`src/rtl/ndd_pkg.sv`:
```
`timescale 1ns / 1ps

package ndd_pkg;

    localparam int VALUE_W             = 32;
    localparam int DIGIT_W             = 4;
    localparam int SHOWN_DIGITS        = 5;
    localparam int MAX_DIGITS          = 10;
    localparam int DIGIT_COUNT_DEFAULT = 5;

    // double dabble is split into equal slices of input bits
    localparam int DABBLE_STEPS  = 8;
    localparam int DABBLE_STAGES = VALUE_W / DABBLE_STEPS;

    typedef struct packed {
        logic signed [VALUE_W-1:0] value_in;
        logic                      row_select;
        logic                      hex_mode;
        logic                      fill_zeros;
    } in_item_t;

    typedef struct packed {
        logic               row_out;
        logic               minus_shown;
        logic [DIGIT_W-1:0] digit_four;
        logic [DIGIT_W-1:0] digit_three;
        logic [DIGIT_W-1:0] digit_two;
        logic [DIGIT_W-1:0] digit_one;
        logic [DIGIT_W-1:0] digit_zero;
        logic [SHOWN_DIGITS-1:0] visible_mask;
    } out_item_t;

    typedef struct packed {
        logic row;
        logic minus;
        logic hex;
        logic fill;
    } ctl_t;

endpackage

```
`src/rtl/ndd_dabble.sv`:
```
`timescale 1ns / 1ps

module ndd_dabble #(
    parameter int DIGIT_COUNT = ndd_pkg::DIGIT_COUNT_DEFAULT
) (
    input  logic [ndd_pkg::DABBLE_STEPS-1:0]         bits_in,
    input  logic [ndd_pkg::DIGIT_W*DIGIT_COUNT-1:0]  bcd_in,
    output logic [ndd_pkg::DIGIT_W*DIGIT_COUNT-1:0]  bcd_out
);

    localparam int BCD_W = ndd_pkg::DIGIT_W * DIGIT_COUNT;

    logic [BCD_W-1:0] bcd;

    // add 3 to every digit of 5 or more, then shift in the next bit, msb first
    always_comb begin
        bcd = bcd_in;
        for (int s = 0; s < ndd_pkg::DABBLE_STEPS; s++) begin
            for (int j = 0; j < DIGIT_COUNT; j++) begin
                if (bcd[j*ndd_pkg::DIGIT_W +: ndd_pkg::DIGIT_W] >= 4'd5) begin
                    bcd[j*ndd_pkg::DIGIT_W +: ndd_pkg::DIGIT_W] =
                        bcd[j*ndd_pkg::DIGIT_W +: ndd_pkg::DIGIT_W] + 4'd3;
                end
            end
            bcd = {bcd[BCD_W-2:0], bits_in[ndd_pkg::DABBLE_STEPS-1-s]};
        end
        bcd_out = bcd;
    end

endmodule

```
`src/rtl/number_to_display_digits_unit.sv`:
```
`timescale 1ns / 1ps

// channel  | ports                        | item
// ---------+------------------------------+---------------------------------------
// input    | s_valid, s_ready, s_item     | value_in, row_select, hex_mode, fill
// result   | m_valid, m_ready, m_item     | row, minus flag, five digits, mask
//
// one item per cycle while the result side is not stalled; six register stages from accept to result
// stages: magnitude, four double dabble slices of eight bits each, digit select and blanking
// aresetn (synchronous, active low) empties the pipeline; payload registers keep their data
// a stall holds every full stage; bubbles still close up, so input is refused only when full

module number_to_display_digits_unit #(
    parameter int DIGIT_COUNT = ndd_pkg::DIGIT_COUNT_DEFAULT
) (
    input  logic               aclk,
    input  logic               aresetn,
    input  logic               s_valid,
    output logic               s_ready,
    input  ndd_pkg::in_item_t  s_item,
    output logic               m_valid,
    input  logic               m_ready,
    output ndd_pkg::out_item_t m_item
);

    localparam int BCD_W  = ndd_pkg::DIGIT_W * DIGIT_COUNT;
    localparam int NSL    = ndd_pkg::DABBLE_STAGES;
    localparam int LAST   = NSL + 1;
    localparam int DVEC_W = ndd_pkg::DIGIT_W * ndd_pkg::MAX_DIGITS;
    localparam int DW     = ndd_pkg::DIGIT_W;

    logic [LAST:0]                 valid_reg;
    logic [LAST:0]                 stage_ready;
    ndd_pkg::ctl_t                 ctl_reg [0:NSL];
    logic [ndd_pkg::VALUE_W-1:0]   mag_reg [0:NSL];
    logic [BCD_W-1:0]              bcd_reg [1:NSL];
    logic [BCD_W-1:0]              bcd_src [1:NSL];
    logic [BCD_W-1:0]              bcd_calc [1:NSL];
    ndd_pkg::out_item_t            out_reg;
    ndd_pkg::out_item_t            out_next;
    ndd_pkg::ctl_t                 ctl_next;
    logic [ndd_pkg::VALUE_W-1:0]   mag_next;
    logic [DVEC_W-1:0]             dvec;
    logic [ndd_pkg::SHOWN_DIGITS-1:0] mask;
    logic                          lit;

    // ready chain, a stage takes data when empty or when it moves on
    assign stage_ready[LAST] = !valid_reg[LAST] || m_ready;
    genvar r;
    generate
        for (r = 0; r < LAST; r++) begin : g_ready
            assign stage_ready[r] = !valid_reg[r] || stage_ready[r+1];
        end
    endgenerate

    assign s_ready = stage_ready[0];
    assign m_valid = valid_reg[LAST];
    assign m_item  = out_reg;

    always_ff @(posedge aclk) begin
        if (!aresetn) begin
            valid_reg <= '0;
        end else begin
            if (stage_ready[0]) begin
                valid_reg[0] <= s_valid;
            end
            for (int i = 1; i <= LAST; i++) begin
                if (stage_ready[i]) begin
                    valid_reg[i] <= valid_reg[i-1];
                end
            end
        end
    end

    // sign and magnitude
    always_comb begin
        ctl_next.row   = s_item.row_select;
        ctl_next.minus = s_item.value_in[ndd_pkg::VALUE_W-1];
        ctl_next.hex   = s_item.hex_mode;
        ctl_next.fill  = s_item.fill_zeros;
        mag_next = s_item.value_in[ndd_pkg::VALUE_W-1] ?
                   (ndd_pkg::VALUE_W'(0) - ndd_pkg::VALUE_W'(s_item.value_in)) :
                   ndd_pkg::VALUE_W'(s_item.value_in);
    end

    // double dabble slices
    genvar g;
    generate
        for (g = 1; g <= NSL; g++) begin : g_slice
            if (g == 1) begin : g_first
                assign bcd_src[g] = '0;
            end else begin : g_rest
                assign bcd_src[g] = bcd_reg[g-1];
            end
            ndd_dabble #(
                .DIGIT_COUNT(DIGIT_COUNT)
            ) u_dabble (
                .bits_in(mag_reg[g-1][ndd_pkg::VALUE_W-1-ndd_pkg::DABBLE_STEPS*(g-1) -:
                                      ndd_pkg::DABBLE_STEPS]),
                .bcd_in (bcd_src[g]),
                .bcd_out(bcd_calc[g])
            );
        end
    endgenerate

    always_ff @(posedge aclk) begin
        if (stage_ready[0] && s_valid) begin
            mag_reg[0] <= mag_next;
            ctl_reg[0] <= ctl_next;
        end
        for (int i = 1; i <= NSL; i++) begin
            if (stage_ready[i] && valid_reg[i-1]) begin
                mag_reg[i] <= mag_reg[i-1];
                ctl_reg[i] <= ctl_reg[i-1];
                bcd_reg[i] <= bcd_calc[i];
            end
        end
    end

    // digit select, truncation and leading zero blanking
    always_comb begin
        dvec = '0;
        if (ctl_reg[NSL].hex) begin
            dvec[ndd_pkg::VALUE_W-1:0] = mag_reg[NSL];
        end else begin
            dvec[BCD_W-1:0] = bcd_reg[NSL];
        end
        lit  = ctl_reg[NSL].fill;
        mask = '0;
        for (int k = ndd_pkg::MAX_DIGITS - 1; k >= 0; k--) begin
            if (k >= DIGIT_COUNT) begin
                dvec[k*DW +: DW] = '0;
            end
            if (dvec[k*DW +: DW] != '0) begin
                lit = 1'b1;
            end
            if (k < ndd_pkg::SHOWN_DIGITS && k < DIGIT_COUNT) begin
                mask[k] = lit;
            end
        end
        out_next.row_out      = ctl_reg[NSL].row;
        out_next.minus_shown  = ctl_reg[NSL].minus;
        out_next.digit_four   = dvec[4*DW +: DW];
        out_next.digit_three  = dvec[3*DW +: DW];
        out_next.digit_two    = dvec[2*DW +: DW];
        out_next.digit_one    = dvec[1*DW +: DW];
        out_next.digit_zero   = dvec[0*DW +: DW];
        out_next.visible_mask = mask;
    end

    always_ff @(posedge aclk) begin
        if (stage_ready[LAST] && valid_reg[LAST-1]) begin
            out_reg <= out_next;
        end
    end

`ifndef SYNTHESIS
    a_mask_contiguous: assert property (@(posedge aclk) disable iff (!aresetn)
        m_valid |-> ((m_item.visible_mask & (m_item.visible_mask + 5'd1)) == 5'd0))
        else $error("visible mask not contiguous from the low digit");

    a_blank_is_zero: assert property (@(posedge aclk) disable iff (!aresetn)
        (m_valid && !m_item.visible_mask[0]) |->
        (m_item.digit_zero == '0 && m_item.digit_one == '0 && m_item.digit_two == '0 &&
         m_item.digit_three == '0 && m_item.digit_four == '0))
        else $error("blank result carries a nonzero digit");

    a_full_blocks_input: assert property (@(posedge aclk) disable iff (!aresetn)
        ((&valid_reg) && !m_ready) |-> !s_ready)
        else $error("item taken while pipeline full and stalled");

    a_accept_fills_front: assert property (@(posedge aclk) disable iff (!aresetn)
        (s_valid && s_ready) |=> valid_reg[0])
        else $error("accepted item not held in front stage");
`endif

endmodule

```
`config.mk`:
```
export PLATFORM = sky130hd
export DESIGN_NAME = number_to_display_digits_unit
export DESIGN_NICKNAME = d
export VERILOG_FILES = /design/src/rtl/ndd_pkg.sv /design/src/rtl/ndd_dabble.sv /design/src/rtl/number_to_display_digits_unit.sv
export SDC_FILE = /design/constraint.sdc
export NUM_CORES = 1
export LEC_CHECK = 0
export BUFFER_PORTS_ARGS = -buffer_cell sky130_fd_sc_hd__buf_4
export CAP_MARGIN = 0
export CORE_MARGIN = 3
export CORE_UTILIZATION = 60
export CTS_CLUSTER_DIAMETER = 60
export CTS_CLUSTER_SIZE = 28
export DETAILED_ROUTE_END_ITERATION = 6
export MAX_ROUTING_LAYER = met4
export PLACE_DENSITY = 0.77
export RECOVER_POWER = 100
export SLEW_MARGIN = 25
export SYNTH_ARGS = -nofsm -noshare
export SYNTH_HDL_FRONTEND = slang
export SYNTH_SLANG_ARGS = --single-unit
```
`constraint.sdc`:
```
create_clock -name aclk -period 8.5 [get_ports aclk]
set_input_delay 1.275 -clock aclk [delete_from_list [all_inputs] [get_ports aclk]]
set_output_delay 1.275 -clock aclk [all_outputs]
set_load 0.05 [all_outputs]
```
==> impl_metrics.json <==
{
  "status": "finished with violations",
  "violations": "max-capacitance violations, max-slew violations",
  "postCtsHoldBufs": 0,
  "synth_area_leaders": "edfxtp_1 (31%), ha_1 (5.8%), o21ai_0 (4.2%)",
  "cts_buffers": 22,
  "drv_cap": 5,
  "cts_setup_buffers": 0,
  "ys.flop_type": "edfxtp_1",
  "root_buffer": "clkbuf_16",
  "fp.dieH_um": 200,
  "yosys.area.top_type": "edfxtp_1",
  "cts_sinks": 236,
  "drtIter0Drc": 1474,
  "start_kind": "flop",
  "place_hpwl_mm": 37.6,
  "finalHoldViolCount": 0,
  "worst-path-max-fanout": 11,
  "cts_tree": "yes",
  "cpMaxStageDelayCell": "xnor2_1",
  "yosys_warnings": 0,
  "synth_compound_area_frac": 0.299,
  "core_mm2": 0.0369,
  "synth-async-reset-ratio": 0,
  "dr.pass1.iters": 6,
  "crit_arrival_ps": 8060,
  "die_x_um": 200,
  "vias": 20200,
  "yosys.area_share.xor_xnor": 0.0405,
  "grt_max_degree": 44,
  "synth.area.mux_share": 0.0602,
  "dieArea_mm2": 0.0400,
  "cp.required_ps": 8790,
  "postRouteWirelength_mm": 50.2,
  "remaining_drc_errors": 0,
  "worstMarginPinSlew_ps": 2600,
  "path_class": "flop to flop",
  "cp-end-kind": "flop",
  "cts.htree.levels": 1,
  "io_pins": 68,
  "yosysMostFrequentCell": "edfxtp_1",
  "relSlewSlack": -0.733,
  "largest_reg_flops": 117,
  "cts_buffer_depth": 3,
  "setup_viol": 0,
  "synth_seq_area_share": 0.311,
  "rsz0062_at_grt": "false",
  "fin_crit_ps": 7770,
  "port-buffer-count": 67,
  "nNetsFinal": 2795,
  "ys_seq_elements": 236,
  "r2r_slack_ps": 730,
  "insertion_delay_ps": 560,
  "area_delta_synth_final_pct": 6.93,
  "yosysTopAreaCellShare": 0.306,
  "place_congestion": 0.900,
  "avgSynthCellArea_um2": 8.55,
  "initial_utilization": 0.612,
  "met1_length_mm": 22.5,
  "place_worst_setup_slack_ps": 1050,
  "cts_resized": 0,
  "path_common_cell": "ha_1",
  "grt-ovfl-total": 0,
  "syn_inst": 2642,
  "syn_nets": 2785,
  "synth_fa_ha_area_frac": 0.0626,
  "clk_pin_slew_ps": 100,
  "met2_length_mm": 24.9,
  "cp_slowest_stage_delay_ps": 630,
  "synth_top_family_by_area": "compound AO/OA/AOI/OAI gates",
  "finalMaxSlewViolations": 192,
  "finClkSkew_ps": 42.4,
  "wl_met3_mm": 2.08,
  "diodes": 0,
  "finalWorstSetupSlack_ps": 727,
  "grt_pass1_vias": 18600,
  "clock.fmax_mhz": 129,
  "wl_per_cell_um": 15.8,
  "path_buf_inv": 3,
  "yosys.area_share.simple": 0.184,
  "post-route-util": 0.655,
  "synth_edf_count": 230,
  "tns_ps": 0,
  "core.rowCount": 70,
  "min_path_type": "flop to flop",
  "synth_common_cells": "edfxtp_1 (230), nand2_1 (221), nor2_1 (206), o21ai_0 (189), a21oi_1 (172)",
  "finalCritPeriodShare": 0.914,
  "ys_types": 118,
  "track_usage": 0.248,
  "via_per_inst": 6.36,
  "ant_nets": 0,
  "grt_pass1_wl_mm": 84.1,
  "drive_gt1_frac": 0.0825,
  "top_layer_used": "met4",
  "cpLargestDelayFamily": "compound AO/OA/AOI/OAI gates",
  "antenna_found_initial": 0,
  "synth_area_mm2": 0.0226
}
==> worst paths after layout <==
kind                             start                  endpoint  cells past startpoint
max          mag_reg[0][104]$_DFFE_PP_  bcd_reg[0][95]$_DFFE_PP_                     27
max reg2reg  mag_reg[0][104]$_DFFE_PP_  bcd_reg[0][95]$_DFFE_PP_                     27
min reg2reg    mag_reg[0][2]$_DFFE_PP_  mag_reg[0][34]$_DFFE_PP_                      0
min            mag_reg[0][2]$_DFFE_PP_  mag_reg[0][34]$_DFFE_PP_                      0
==> per-stage QoR <==
step	std cells	hold slack [ps]	cell area, µm²
finish	3172	416	24100
global route	3172	429	24100
detailed placement	3132	405	23500
floorplan	2642	400	22600
CTS	3172	422	24400
global placement	3131	403	23500
==> metal layers <==
metal | up-vias | global-route usage
met3 | 59 | 0.0228
met1 | 9496 | 0.320
met4 | 0 | 0.0522
met5 | - | -
met2 | 488 | 0.430
li1 | 10100 | -
==> cell type report <==
type,instances,area [µm²]
Clock buffer,22,551
Multi-Input combinational cell,2159,14600
Fill cell,2999,12700
Sequential cell,236,7030
Tap cell,504,631
Inverter,155,582
Timing Repair Buffer,78,435
Clock inverter,18,322
==> cell families (layout without fill, tap and decap cells) <==
family                   after synthesis  in the layout
AO/OA/AOI/OAI                        970            970
AND/OR/NAND/NOR                      850            850
buffers and inverters                247            273
flip-flops                           236            236
multiplexers                         123            123
adder cells (fa/ha/maj)              115            115
XOR/XNOR                             101            101
==> layout by cell type (no fill, tap or decap), drive strengths merged, types with 29 or more instances in the layout <==
cell | netlist | final
edfxtp | 230 | 230
clkbuf | 70 | 65
nor2b | 29 | 29
inv | 154 | 167
ha | 104 | 104
a21oi | 175 | 175
a211oi | 60 | 60
o211ai | 47 | 47
o21ai | 236 | 236
nor3 | 75 | 75
or2 | 38 | 38
buf | 22 | 35
mux2i | 65 | 65
a21o | 35 | 35
a31oi | 39 | 39
xnor2 | 81 | 81
and2 | 32 | 32
mux2 | 58 | 58
o22ai | 29 | 29
o21a | 39 | 39
nand2 | 221 | 221
nand2b | 47 | 47
nand3 | 80 | 80
nor2 | 210 | 210
Power is left out: the tool's default activity adds up to more than one toggle a clock period on the data nets, which glitch-free logic cannot reach.
